==> config.mk <==
export PLATFORM = sky130hd
export DESIGN_NAME = kss_fifo
export DESIGN_NICKNAME = d
export VERILOG_FILES = /design/src/rtl/kss_fifo.sv
export SDC_FILE = /design/constraint.sdc
export NUM_CORES = 1
export LEC_CHECK = 0
export ABC_AREA = 1
export BUFFER_PORTS_ARGS = -buffer_cell sky130_fd_sc_hd__buf_2
export CORE_MARGIN = 2
export CORE_UTILIZATION = 46
export CTS_BUF_LIST = sky130_fd_sc_hd__clkbuf_16
export CTS_CLUSTER_DIAMETER = 40
export CTS_CLUSTER_SIZE = 10
export DETAILED_ROUTE_END_ITERATION = 10
export PLACE_DENSITY = 0.71
export SYNTH_ARGS = -nofsm -noshare
export SYNTH_HDL_FRONTEND = slang
export SYNTH_SLANG_ARGS = --single-unit
==> constraint.sdc <==
create_clock -name i_clk -period 1.9 [get_ports i_clk]
set_clock_uncertainty 0.15 [all_clocks]
set_input_delay 0 -clock i_clk [delete_from_list [all_inputs] [get_ports i_clk]]
set_output_delay 0 -clock i_clk [all_outputs]
set_load 0.02 [all_outputs]
==> src/rtl/kss_fifo.sv <==
// ----------------------------------------------------------------------------
// kss_fifo: small register queue
// Two-entry queue used for the request and result channels.
// ----------------------------------------------------------------------------
`default_nettype none
module kss_fifo #(
    parameter int WIDTH = 8
) (
    input  wire logic             i_clk,
    input  wire logic             i_rst_n,
    input  wire logic             i_push,
    input  wire logic [WIDTH-1:0] i_data,
    output logic                  o_full,
    input  wire logic             i_pop,
    output logic      [WIDTH-1:0] o_data,
    output logic                  o_empty
);
    logic [WIDTH-1:0] r_mem [2];
    logic r_wp, r_rp;
    logic [1:0] r_cnt;
    logic w, rd;
    assign o_full  = r_cnt == 2'd2;
    assign o_empty = r_cnt == 2'd0;
    assign o_data  = r_mem[r_rp];
    assign w  = i_push && !o_full;
    assign rd = i_pop && !o_empty;
    always_ff @(posedge i_clk) begin
        if (w) begin
            r_mem[r_wp] <= i_data;
        end
        if (!i_rst_n) begin
            r_wp <= 1'b0;
            r_rp <= 1'b0;
            r_cnt <= 2'd0;
        end else begin
            if (w) r_wp <= ~r_wp;
            if (rd) r_rp <= ~r_rp;
            r_cnt <= r_cnt + {1'b0, w} - {1'b0, rd};
        end
    end
endmodule
`default_nettype wire

==> results.txt <==
----------------------------------------------------
[Timing]
  Max-slew violation count ... 0
  Max Clk Rate ... 0.5944 GHz
  Tcrit/Tclk final ... 88.54%
  Worst relative slew slack ... 66.73%
  Endpoints failing setup ... 0
  Final Hold Violating Endpoints ... 0
  TNS Setup ... 0 ps
  Unrepaired setup endpoints after global routing ... false
  Slew of the pin with the lowest slew margin ... 498.4 ps
  Clock period minus worst slack ... 1682 ps

[Route]
  DRC ... 0
  Number of DRC markers after the initial detailed-route iteration ... 8
  Remaining antenna violation count ... 0
  Total wire length ... 1414 um
  Via count normalized by instance count ... 4.403
  Number of vias in the routed layout ... 546
  First-pass iteration count of the detailed router ... 4
  Drt wl/cell ... 11.40 um

[Global route]
  First-pass GRT wire length ... 2049 um
  Total routing usage reported by global routing ... 13.64%
  Number of antenna violations at the first check in global routing ... 0
  Largest net degree at the start of global routing ... 12
  Total grt overflow ... 0
  Number of global-route vias before repair ... 494

[Critical path]
  Register-to-register path setup slack ... 220 ps
  Worst EP arrival ... 1670 ps
  WP data required ... 1890 ps
  Source of the critical timing path ... r_cnt[0]$_SDFF_PN0_
  Startpoint of the most critical register-to-register path ... r_cnt[0]$_SDFF_PN0_
  Launching element type of the critical path ... flop
  Category of the worst setup path capture point ... flop
  Setup Crit Path Kind ... reg2reg
  Max Fanout on Critical Path ... 4

[Floorplanning]
  Number of core rows ... 15
  Top-Level Pins ... 22
  Core ar. ... 0.001745 mm2
  Die span in y ... 47.36 um
  Initial core utilization ... 49.53%
  Die Wd ... 47.36 um
  Floorplan die area ... 0.002243 mm2

[Flow run]
  MaxCap Viol Count ... 0

[Power and ir drop]
  Switching power ... 0.4845 mW
  Power density over the cells ... 1337 mW/mm2
  Internal portion of total power ... 1.101 mW
  Clock power share ... 27.1%
  Net Sw Frac ... 30.55%
  Sequential group share of total power ... 41.3%
  Total power draw ... 1.586 mW
  Combinational cell fraction of total power ... 31.6%
  Static leakage ... 0.5350 nW
  Maximum vdd ir drop ... 0.9323 mV

[Synth]
  Count of distinct cell types in the synthesized netlist ... 11
  Area share of the largest cell type after synthesis ... 55.57%
  #FFs+latches synth ... 21
  Synthesized area per cell ... 13.72 um2
  Top area cells in the synthesized netlist ... edfxtp_1, mux2_4, dfxtp_1
  Cell accounting for the most synthesized area ... edfxtp_1
  Post-synthesis instance area ... 864.6 um2
  Sequential element share of the synthesized area ... 67.15%
  Number of warnings reported in the yosys synthesis log ... 0
  Synth Instances ... 63
  Synthesized net count ... 77

[Placed design]
  Buffers on Ports ... 21
  Placer's final routability congestion estimate ... 0.6949
  DP Cell Count ... 109
  Total half-perimeter wirelength after legalization and detailed placement ... 946.6 um

[Outcome]
  Result of the run ... completed

[CTS]
  Deepest level of the CTS H-tree ... 1
  Number of CTS-inserted buffers ... 3
  Worst skew pair latency ... 250 ps
  Setup repair bufs after CTS ... 0
  CTS Hold Bufs ... 11
  Largest buffer count on any clock path ... 2
  Root buffer selected by CTS ... clkbuf_16
  Number of sinks driven by the clock tree ... 21
  Clock tree from TritonCTS ... done
  Gates resized, CTS repair ... 0
  Clk pin slew, worst setup/hold paths ... 60 ps

[Final layout]
  Final core utilization ... 67.96%
  Final Non-Filler Cells ... 124
  Area growth syn-to-layout ... 37.19%
  Layout cell share with drive strength beyond 1 ... 35.35%
  N_diodes ... 0
  Most common library cell in the layout ignoring fill and taps ... buf_2
  Post-layout net count ... 114
  Layout fillers ... 127
  Highest-count cells in the layout ignoring fill and taps ... buf_2, edfxtp_1, dlygate4sd3_1

[Hold path]
  Worst min-delay path startpoint ... i_data[7]
  Worst min-delay path class ... in2reg

----------------------------------------------------
==> cell families (layout without fill, tap and decap cells) <==
group / count (synthesis) / after routing / synth area share, %
flops: 21 / 21 / 67.15
fa+ha+maj: 2 / 2 / 2.894
simple gates: 20 / 20 / 9.695
compound gates: 2 / 2 / 1.158
buf+inv: 10 / 46 / 5.209
mux: 8 / 8 / 13.89
==> synthesized netlist by cell type <==
library cell,instances
buf_6,1
dfxtp_1,5
nor2_1,6
a21oi_1,2
edfxtp_1,16
nor2_2,2
nand3_1,3
mux2_4,8
inv_1,9
nand2_1,9
ha_1,2
==> final timing paths <==
| check | to | cells after the start |
|---|---|---|
| max | r_cnt[1]$_SDFF_PN0_ | 10 |
| min | r_mem[0][7]$_DFFE_PP_ | 2 |
| max reg2reg | r_cnt[1]$_SDFF_PN0_ | 10 |
| min reg2reg | r_rp$_SDFFE_PN0P_ | 2 |
==> cell type report <==
| type | count | area (um2) | area share (%) |
|---|---|---|---|
| inverter | 9 | 33.78 | 2.848 |
| clock inverter | 1 | 3.754 | 0.3165 |
| sequential | 21 | 580.6 | 48.95 |
| multi-input combinational | 32 | 239.0 | 20.15 |
| tap | 25 | 31.28 | 2.637 |
| timing repair buffer | 33 | 222.7 | 18.78 |
| clock buffer | 3 | 75.07 | 6.329 |
==> flip-flops by register name, indices dropped and copies added (netlist names), named ones only <==
| register | cells |
|---|---|
| r_rp | 1 |
| r_cnt | 2 |
| r_mem | 16 |
| r_wp | 1 |
==> routing by layer <==
metal	global-route usage [%]	vias to the layer above	share of wire, %
met5	0	-	0
met4	6.667	0	1.4
met3	3.462	4	3.8
met2	24.59	14	55
met1	14.60	246	40
li1	-	282	-
==> stage by stage <==
stage          instance area (um2)  hold slack (ps)  setup slack, ps
2_1_floorplan                864.6           -56.55            262.3
3_3_place_gp                 997.2            37.71            244.4
3_5_place_dp                 997.2            44.01            214.3
4_1_cts                       1186            326.6            206.3
5_1_grt                       1186            342.0            76.20
6_report                      1186            335.4            217.8
==> worst max-delay path: stages (launching register included) <==
cell and delay, ps:
dfxtp_1 360, inv_1 70, nand2_1 110, nand2_1 90
ha_1 280, inv_1 30, ha_1 170, inv_1 50
nand2_1 60, a21oi_1 140, nor2_1 60
==> power by group through the flow <==
stage	registers, mW	logic [mW]	clock network [mW]
3_5_place_dp	0.666	0.490	0
6_report	0.655	0.501	0.430
5_1_grt	0.665	0.559	0.457
2_1_floorplan	0.632	0.399	0
3_3_place_gp	0.662	0.479	0
4_1_cts	0.658	0.508	0.432
Note: power is estimated with default switching activity, not from simulation.
